<file path="src/hdl/mhp_pkg.sv">
// shared types and codes for the max-heap block
// no dependencies
package mhp_pkg;

    localparam logic [1:0] FUNC_INSERT = 2'd0;
    localparam logic [1:0] FUNC_REMOVE = 2'd1;
    localparam logic [1:0] FUNC_FIND   = 2'd2;
    // spare code, handled as find
    localparam logic [1:0] FUNC_SPARE  = 2'd3;

    localparam logic [1:0] ST_OK        = 2'd0;
    localparam logic [1:0] ST_EMPTY     = 2'd1;
    localparam logic [1:0] ST_NOT_FOUND = 2'd2;
    localparam logic [1:0] ST_FULL      = 2'd3;

    typedef struct packed {
        logic [1:0]   func;
        logic signed [31:0] value;
    } t_req;

    typedef struct packed {
        logic [1:0]   status;
        logic         found;
        logic [6:0]   count;
        logic signed [31:0] top_value;
    } t_res;

endpackage

</file>
<file path="src/hdl/mhp_ram.sv">
// generic simple dual-port ram, one write port and one registered read port
// no dependencies
module mhp_ram #(
    parameter int WIDTH = 32,
    parameter int DEPTH = 64
) (
    input  logic                     i_clk,
    input  logic                     i_we,
    input  logic [$clog2(DEPTH)-1:0] i_waddr,
    input  logic [WIDTH-1:0]         i_wdata,
    input  logic [$clog2(DEPTH)-1:0] i_raddr,
    output logic [WIDTH-1:0]         o_rdata
);

    logic [WIDTH-1:0] r_mem [DEPTH];
    logic [WIDTH-1:0] r_rdata;

    always_ff @(posedge i_clk) begin
        if (i_we) begin
            r_mem[i_waddr] <= i_wdata;
        end
        r_rdata <= r_mem[i_raddr];
    end

    assign o_rdata = r_rdata;

endmodule

</file>
<file path="src/hdl/max_heap_insert_remove_find.sv">
// binary max-heap sequencer around one store ram
// depends on mhp_pkg and mhp_ram
//
// One request at a time: accepted when i_start is high and o_busy low, the
// result appears for one cycle on o_result with o_strobe, and must be taken
// then, as the receiver cannot stall the block. Every request on a non-empty
// store first scans it up to the match, since found is always reported.
// Insert then sifts up level by level. Remove shifts later entries left and
// repeats repair passes until one makes no swap; a pass visits every entry,
// reading its children and swapping where a child is larger. S_TOP and
// S_OUT then read the root and register the result. This pacing is set by
// the single read and single write port of the store ram. No clearing pass
// is needed after reset.
module max_heap_insert_remove_find
    import mhp_pkg::*;
#(
    parameter int DEPTH = 64
) (
    input  logic i_clk,
    input  logic i_rst_n,
    input  logic i_start,
    input  t_req i_req,
    output logic o_busy,
    output logic o_strobe,
    output t_res o_result
);

    localparam int AW = $clog2(DEPTH);
    localparam int CW = $clog2(DEPTH + 1);
    localparam int LW = AW + 2;

    localparam logic [3:0] S_IDLE  = 4'd0;
    localparam logic [3:0] S_SCAN  = 4'd1;
    localparam logic [3:0] S_SCANC = 4'd2;
    localparam logic [3:0] S_DISP  = 4'd3;
    localparam logic [3:0] S_SIFT  = 4'd4;
    localparam logic [3:0] S_SIFTC = 4'd5;
    localparam logic [3:0] S_SHR   = 4'd6;
    localparam logic [3:0] S_SHW   = 4'd7;
    localparam logic [3:0] S_REPI  = 4'd8;
    localparam logic [3:0] S_REPL  = 4'd9;
    localparam logic [3:0] S_REPLC = 4'd10;
    localparam logic [3:0] S_REPRC = 4'd11;
    localparam logic [3:0] S_SW1   = 4'd12;
    localparam logic [3:0] S_SW2   = 4'd13;
    localparam logic [3:0] S_TOP   = 4'd14;
    localparam logic [3:0] S_OUT   = 4'd15;

    logic [3:0]    r_state, n_state;
    logic [CW-1:0] r_count, n_count;
    logic [CW-1:0] r_i, n_i;
    logic [AW-1:0] r_cur, n_cur;
    logic [AW-1:0] r_pos, n_pos;
    logic [AW-1:0] r_j, n_j;
    logic          r_found, n_found;
    logic          r_swap, n_swap;
    logic [1:0]    r_func, n_func;
    logic [1:0]    r_status, n_status;
    logic [31:0]   r_value, n_value;
    logic [31:0]   r_a, n_a;
    logic [31:0]   r_b, n_b;
    logic          r_strobe, n_strobe;
    t_res          r_res, n_res;

    logic          we;
    logic [AW-1:0] waddr, raddr, parent;
    logic [31:0]   wdata, rdata;
    logic [LW-1:0] lidx, ridx, cnt_ext;

    mhp_ram #(.WIDTH(32), .DEPTH(DEPTH)) u_store (
        .i_clk   (i_clk),
        .i_we    (we),
        .i_waddr (waddr),
        .i_wdata (wdata),
        .i_raddr (raddr),
        .o_rdata (rdata)
    );

    assign parent  = AW'((r_cur - 1'b1) >> 1);
    assign lidx    = LW'({r_i, 1'b1});
    assign ridx    = lidx + 1'b1;
    assign cnt_ext = LW'(r_count);

    always_comb begin
        n_state  = r_state;
        n_count  = r_count;
        n_i      = r_i;
        n_cur    = r_cur;
        n_pos    = r_pos;
        n_j      = r_j;
        n_found  = r_found;
        n_swap   = r_swap;
        n_func   = r_func;
        n_status = r_status;
        n_value  = r_value;
        n_a      = r_a;
        n_b      = r_b;
        n_strobe = 1'b0;
        n_res    = r_res;
        we       = 1'b0;
        waddr    = r_cur;
        wdata    = r_value;
        raddr    = r_i[AW-1:0];
        unique case (r_state)
            S_IDLE: begin
                if (i_start) begin
                    n_func   = i_req.func;
                    n_value  = i_req.value;
                    n_status = ST_OK;
                    n_found  = 1'b0;
                    n_i      = '0;
                    n_state  = (r_count == '0) ? S_DISP : S_SCAN;
                end
            end
            S_SCAN: n_state = S_SCANC;
            S_SCANC: begin
                if (rdata == r_value) begin
                    n_found = 1'b1;
                    n_pos   = r_i[AW-1:0];
                    n_state = S_DISP;
                end else if (r_i + 1'b1 == r_count) begin
                    n_state = S_DISP;
                end else begin
                    n_i     = r_i + 1'b1;
                    n_state = S_SCAN;
                end
            end
            S_DISP: begin
                n_state = S_TOP;
                if (r_func == FUNC_INSERT) begin
                    if (r_count == CW'(DEPTH)) begin
                        n_status = ST_FULL;
                    end else begin
                        n_cur   = r_count[AW-1:0];
                        n_count = r_count + 1'b1;
                        n_state = S_SIFT;
                    end
                end else if (r_func == FUNC_REMOVE) begin
                    if (r_count == '0) begin
                        n_status = ST_EMPTY;
                    end else if (!r_found) begin
                        n_status = ST_NOT_FOUND;
                    end else begin
                        n_i     = CW'(r_pos);
                        n_state = S_SHR;
                    end
                end
            end
            S_SIFT: begin
                raddr = parent;
                if (r_cur == '0) begin
                    we      = 1'b1;
                    n_state = S_TOP;
                end else begin
                    n_state = S_SIFTC;
                end
            end
            S_SIFTC: begin
                we = 1'b1;
                if ($signed(r_value) > $signed(rdata)) begin
                    wdata   = rdata;
                    n_cur   = parent;
                    n_state = S_SIFT;
                end else begin
                    n_state = S_TOP;
                end
            end
            S_SHR: begin
                raddr = AW'(r_i + 1'b1);
                if (r_i + 1'b1 < r_count) begin
                    n_state = S_SHW;
                end else begin
                    n_count = r_count - 1'b1;
                    n_i     = '0;
                    n_swap  = 1'b0;
                    n_state = S_REPI;
                end
            end
            S_SHW: begin
                we      = 1'b1;
                waddr   = r_i[AW-1:0];
                wdata   = rdata;
                n_i     = r_i + 1'b1;
                n_state = S_SHR;
            end
            S_REPI: begin
                if (r_i >= r_count) begin
                    // pass done: another one only if this one swapped
                    n_i     = '0;
                    n_swap  = 1'b0;
                    n_state = r_swap ? S_REPI : S_TOP;
                end else begin
                    n_state = S_REPL;
                end
            end
            S_REPL: begin
                n_a   = rdata;
                raddr = lidx[AW-1:0];
                if (lidx < cnt_ext) begin
                    n_state = S_REPLC;
                end else begin
                    n_i     = r_i + 1'b1;
                    n_state = S_REPI;
                end
            end
            S_REPLC: begin
                raddr = ridx[AW-1:0];
                if ($signed(rdata) > $signed(r_a)) begin
                    n_b     = rdata;
                    n_j     = lidx[AW-1:0];
                    n_state = S_SW1;
                end else if (ridx < cnt_ext) begin
                    n_state = S_REPRC;
                end else begin
                    n_i     = r_i + 1'b1;
                    n_state = S_REPI;
                end
            end
            S_REPRC: begin
                if ($signed(rdata) > $signed(r_a)) begin
                    n_b     = rdata;
                    n_j     = ridx[AW-1:0];
                    n_state = S_SW1;
                end else begin
                    n_i     = r_i + 1'b1;
                    n_state = S_REPI;
                end
            end
            S_SW1: begin
                we      = 1'b1;
                waddr   = r_i[AW-1:0];
                wdata   = r_b;
                n_state = S_SW2;
            end
            S_SW2: begin
                we      = 1'b1;
                waddr   = r_j;
                wdata   = r_a;
                n_swap  = 1'b1;
                n_i     = r_i + 1'b1;
                n_state = S_REPI;
            end
            S_TOP: begin
                raddr   = '0;
                n_state = S_OUT;
            end
            S_OUT: begin
                n_strobe        = 1'b1;
                n_res.status    = r_status;
                n_res.found     = r_found;
                n_res.count     = 7'(r_count);
                n_res.top_value = (r_count != '0) ? rdata : '0;
                n_state         = S_IDLE;
            end
            default: n_state = S_IDLE;
        endcase
    end

    always_ff @(posedge i_clk) begin
        if (!i_rst_n) begin
            r_state  <= S_IDLE;
            r_count  <= '0;
            r_strobe <= 1'b0;
        end else begin
            r_state  <= n_state;
            r_count  <= n_count;
            r_strobe <= n_strobe;
        end
        r_i      <= n_i;
        r_cur    <= n_cur;
        r_pos    <= n_pos;
        r_j      <= n_j;
        r_found  <= n_found;
        r_swap   <= n_swap;
        r_func   <= n_func;
        r_status <= n_status;
        r_value  <= n_value;
        r_a      <= n_a;
        r_b      <= n_b;
        r_res    <= n_res;
    end

    assign o_busy   = (r_state != S_IDLE);
    assign o_strobe = r_strobe;
    assign o_result = r_res;

endmodule

</file>
<file path="config.mk">
export PLATFORM = sky130hd
export DESIGN_NAME = max_heap_insert_remove_find
export DESIGN_NICKNAME = d
export VERILOG_FILES = /design/src/hdl/mhp_pkg.sv /design/src/hdl/mhp_ram.sv /design/src/hdl/max_heap_insert_remove_find.sv
export SDC_FILE = /design/constraint.sdc
export NUM_CORES = 2
export LEC_CHECK = 0
export ABC_AREA = 0
export BUFFER_PORTS_ARGS = -buffer_cell sky130_fd_sc_hd__clkbuf_2
export CAP_MARGIN = 20
export CORE_UTILIZATION = 55
export DETAILED_ROUTE_END_ITERATION = 6
export PLACE_DENSITY_LB_ADDON = 0.25
export SYNTH_ARGS = -nofsm -noshare
export SYNTH_HDL_FRONTEND = slang
export SYNTH_SLANG_ARGS = --single-unit
export TNS_END_PERCENT = 10
</file>
<file path="constraint.sdc">
create_clock -name i_clk -period 8.89 [get_ports i_clk]
set_input_delay 0 -clock i_clk [delete_from_list [all_inputs] [get_ports i_clk]]
set_output_delay 0 -clock i_clk [all_outputs]
set_load 0.01 [all_outputs]
</file>
==> Yosys cells after proc, flatten, opt, wreduce, memory -nomap -nowiden <==
Memory sizes are Yosys's and may differ from the RTL's. A register that Yosys moved wholly into a read port is not among the register bits.
Cells that the tools add are included.
{ "totals": {"ff_bits": 181, "ramBits": 2048, "inputBits": 37, "output_inout_bits": 44, "wordCells": 164, "mem_count": 1} }
{ "op_classes": {"add_sub_neg": 5, "magnitude_cmp": 6, "eq_ne": 41, "muxes": 66, "n_reduce_logical": 27} }
{ "mem_list": {"columns": ["memory", "words", "word_bits", "rd", "rd_ports_with_merged_regs", "write_ports", "line", "source"], "rows": [
  ["u_store.r_mem", 64, 32, 1, 1, 1, "mhp_ram.sv:15", "logic [WIDTH-1:0] r_mem [DEPTH];"]
]} }
{ "op_table": {"columns": ["op", "count"], "rows": [
  ["$pmux W32 S4", 1],
  ["$mux W7", 16],
  ["$gt A32 B32 Y1", 2],
  ["$pmux W4 S16", 1],
  ["$pmux W7 S9", 1],
  ["$ne A2 B2 Y1 const B", 19],
  ["$mux W4", 9],
  ["$pmux W6 S2", 3],
  ["$eq A32 B32 Y1", 1],
  ["$eq A4 B4 Y1 const B", 8],
  ["$mux W32", 1],
  ["$mux W6", 5],
  ["$pmux W6 S5", 1],
  ["$mux W2", 11],
  ["$eq A4 B3 Y1 const B", 4],
  ["$lt A8 B7 Y1", 2],
  ["$add A7 B1 Y7 const B", 2],
  ["$pmux W7 S2", 1],
  ["$reduce_and A14 Y1", 1],
  ["$mux W3", 4],
  ["$reduce_bool A2 Y1", 5],
  ["$reduce_and A3 Y1", 3],
  ["$reduce_bool A9 Y1", 1],
  ["$add A8 B1 Y8 const B", 1],
  ["other kinds (27)", 42]
]} }

==> Depth between registers and ports, before layout <==
{ "logic_depth": {"word_depth": 5, "depth_mapped": 14, "ltp_nobuf": 14} }

==> Modules after synthesis <==
Synthesis repeated with hierarchy kept, for this count alone.
{ "hier_totals": {"hier_cells": 4194, "hier_area_um2": 88436.1} }
{ "modules_own_cells": {"columns": ["module", "instances", "cells_per_inst", "area_each_um2", "seq_area_each_um2"], "rows": [
  ["mhp_ram", 1, 3324, 78525.3, 62139.6],
  ["max_heap_insert_remove_find", 1, 870, 9910.8, 5315.1]
]} }

==> Least setup slack after synthesis <==
OpenSTA, ideal clock, no wires.
{ "synth_path": {"path_kind": "flip-flop to flip-flop", "start": "register r_state[3]", "end": "memory u_store.r_mem[42][0], enable pin", "setup_ps": 421, "arrival_time_ps": 3873, "required_time_ps": 8469, "slack_ps": 4596, "stages_incl_launch_ff": 12, "path_buffers": 2, "period_less_slack_ps": 4294, "path_cell_list": "dfxtp_1 -> clkbuf_1 -> nand2b_1 -> nor2_1 -> or2_2 -> clkbuf_1 -> nor2_1 -> a21o_1 -> or3b_1 -> nor2_1 -> nand2_1 -> nor2_1"} }
{ "synth_between": {"elab_chain_len": 5, "word_cells_on_any_way": 11, "classes_between": "5 x eq/ne; 4 x mux; 2 x reduce/logical"} }
{ "synth_lines": {"columns": ["element", "line", "source"], "rows": [
  ["start: declaration", "max_heap_insert_remove_find.sv:49", "logic [3:0] r_state, n_state;"],
  ["start signal: assignment", "max_heap_insert_remove_find.sv:265", "r_state <= n_state;"],
  ["$eq A4 B3 Y1 or $eq A4 B4 Y1 (tied branches)", "max_heap_insert_remove_find.sv:104", "unique case (r_state)"],
  ["$reduce_or A4 Y1 (no source line)", null, null],
  ["$pmux W1 S2", "max_heap_insert_remove_find.sv:104", null],
  ["$mux W1", "mhp_ram.sv:19", "if (i_we) begin"],
  ["$mux W1 (not written as such)", "mhp_ram.sv:20", "r_mem[i_waddr] <= i_wdata;"],
  ["end: declaration", "mhp_ram.sv:15", null]
]} }
Several ways; a longest one is shown, not always the timed one.

==> Worst setup path after layout <==
{ "layout_path": {"start": "register r_state[0]", "end": "register u_store.r_rdata[29] (netlist: u_store.o_rdata[29]), read port of u_store.r_mem"} }
{ "layout_between": {"elab_chain_len": 2, "word_cells_on_any_way": 6, "classes_between": "5 x eq/ne; 1 x mux"} }
{ "layout_lines": {"columns": ["element", "line", "source"], "rows": [
  ["$eq A4 B4 Y1 or $eq A4 B3 Y1 (tied branches)", "max_heap_insert_remove_find.sv:104", null],
  ["$pmux W6 S5 (*)", "max_heap_insert_remove_find.sv:104", null],
  ["end: declaration", "mhp_ram.sv:16", "logic [WIDTH-1:0] r_rdata;"]
]} }
Every way passes the cells marked *; elsewhere a longest branch is shown, timed or not.
A chain may end at the register's enable or synchronous reset.

==> impl_metrics.ini <==
[status]
status = completed

[power]
clockPowerShare_pct = 30.6
swShare_pct = 31.0
p_per_area_nw_per_um2 = 296
peakVddDrop_uv = 358
p_seq_share_pct = 42.7
switchingPower_uw = 9190
internal_power_uw = 20400
power_leakage_uw = 0.0315
pwr-share-comb_pct = 26.7

[sta]
setup_viol = 0
rsz0062_at_grt = no
drv_slew = 0
finalCritPeriodShare_pct = 67.5
worst_pin_slew_ns = 1.26
hold_viol = 0
fmax_mhz = 167
fin_setup_tns_ns = 0
fin_ws_ns = 2.89
holdWs_ns = 0.0978
finalCriticalPeriod_ns = 6.00
worst_clock_skew_ns = 0.0754
relSlewSlack_pct = 16.3

[worst_setup_path]
worstSetupPathType = flop to flop
start_kind = flop
worstSetupEndpointType = flop
arrival_ns = 6.73
cp_max_fo = 39
crit_required_ns = 9.62

[detailed_routing]
ant_nets = 0
dr.pass1.iters = 6
vias = 44658
routed_wirelength_microns = 221000
viasPerCell = 6.64
drc = 0
avgRoutedWirePerCell_microns = 32.8
drtIter0Drc = 5940

[synthesis]
ys_seq_elements = 2261
yosysUniqueCellTypes = 75
ys_async_sr_fraction_pct = 0
yosysTopAreaCell = edfxtp_1
synth.most_common_cell = edfxtp_1
ys.warnings.count = 0
synthCells = 4186
synth_area_leaders = edfxtp_1, mux4_2, a22oi_1
netlist_top_cells_count = edfxtp_1, mux4_2, a22oi_1, nor2_1, clkbuf_1
avgSynthCellArea_sq_um = 21.1
yosysSeqAreaShare_pct = 76.4
netlist_area_sq_um = 88300
ys.flop_type = edfxtp_1
synth_edf_count = 2217
syn_nets = 4321
synth_top_area_share_pct = 75.4

[placement]
place_area_sq_um = 91900
dp_hpwl_microns = 129000
io_buffers = 80
gp_congestion = 0.893
place_ws_ns = 2.98

[global_routing]
grtUsageMet1_pct = 39.5
gr-max-usage-layer = met2
grt_pass1_vias = 43237
track_usage_pct = 27.3
overflow = 0
grt_pass1_wl_microns = 314000
grt_util_met3_pct = 6.26
gr-usage-met2_pct = 41.4
antenna_found_initial = 12
grt_max_degree = 129

[layout]
nFillCells = 10565
drive_above_1_share_pct = 24.7
final_nets = 4591
multiInputGateArea_sq_um = 20100
fin_area_sq_um = 99900
regArea_sq_um = 67500
area_growth_pct = 13.2

[floorplan]
start_util_pct = 55.5
fp-row-count = 146
die_h_microns = 403
num_io_pins = 81
core_sq_um = 159000
die_w_microns = 403
die_area_sq_um = 162000

[job]
cap_violations = 0

[clock_network]
clock_latency_ns = 0.86
clkSlewWorstSetupHoldPaths_ns = 0.07
post-cts-setup-buffers = 0
numCtsBuffers = 217
root_buffer = clkbuf_16
clk_path_buf_depth = 3
cts_sinks = 2261
h-tree-depth = 4
tritoncts = yes

[hold_path]
hp-class = input pin to flop
per-layer routing:
layer  routed length [microns]  vias to the layer above
met5                        75                        -
met4                      8380                       10
met3                     24000                      359
met2                    103000                     2579
met1                     85400                    23465
li1                          -                    18245
power by group through the flow:
stage / combinational (uW) / sequential (uW) / clock [uW]
after floorplan: 5130 / 12600 / 0
after global placement: 7780 / 12800 / 0
after detailed placement: 7850 / 12800 / 0
after CTS: 7900 / 12600 / 9160
after global routing: 8300 / 12600 / 9560
final: 7910 / 12600 / 9070
path summary, 6_finish.rpt:
check	start	end	slack, ns	cells past startpoint
worst max-delay path	r_state[0]$_SDFFE_PN0P_	u_store.o_rdata[29]$_DFF_P_	2.89	11
worst min-delay path	i_rst_n	r_state[2]$_SDFFE_PN0P_	0.1	3
worst max register to register	r_state[0]$_SDFFE_PN0P_	u_store.o_rdata[29]$_DFF_P_	2.89	11
worst min register to register	r_status[1]$_SDFFCE_PN0P_	o_result[41]$_DFFE_PP_	0.40	0
logic make-up after synthesis:
logic type | synth area share (%)
flip-flops | 76.4
AO/OA/AOI/OAI | 5.19
multiplexers | 13.2
AND/OR/NAND/NOR | 1.95
buffers and inverters | 1.58
adder cells (fa/ha/maj) | 1.40
XOR/XNOR | 0.218
timing repair:
action / 4_1_cts / 5_1_grt
hold endpoints to repair: 84 / 0
gates resized for setup: 0 / 0
hold buffers: 71 / 0
registers in the layout (all words and copies together), names as in the netlist, 7 cells and up:
| signal | count |
|---|---|
| r_b | 32 |
| r_i | 7 |
| r_count | 7 |
| r_value | 32 |
| u_store.o_rdata | 32 |
| o_result | 42 |
| u_store.r_mem | 2048 |
| r_a | 32 |
through the flow:
step                      util [%]  cells  power, uW
after floorplan                  -   4186      17800
after global placement        57.7   6215      20600
after detailed placement      57.8   6224      20700
after CTS                     62.7   6702      29700
after global routing          62.9   6718      30500
final                         62.9   6721      29600
cells in the final DEF, fill, tap and decap left out, types with 68 or more instances in the layout:
master	netlist	layout
edfxtp_1	2217	2217
buf_4	3	88
ha_1	97	97
nor2_4	1	68
clkbuf_16	0	219
a21oi_1	109	109
dlygate4sd3_1	0	71
a22oi_1	167	167
mux4_2	488	488
nand2_1	68	68
nor2_1	155	85
clkbuf_2	0	80
inv_1	93	93
critical path, cell delays in order (launching register included):
cell and delay (ns):
dfxtp_1 0.96, nand2b_1 0.31, nor2_4 0.91, a211oi_1 0.20, o22ai_1 0.56, nor2_4 0.28, buf_4 0.36, buf_4 0.36
a22o_1 0.26, a221oi_1 0.93, o22ai_1 0.28, or3_1 0.44
area by class of cell:
cell class,instances,share of cell area [%]
inverter,94,0.358
clock buffer,289,5.83
sequential,2261,67.5
antenna,5,0.0125
tap,2072,2.60
multi-input combinational,1612,20.1
timing repair buffer,270,2.38
clock inverter,118,1.19
Note: power is estimated with default switching activity, not from simulation.
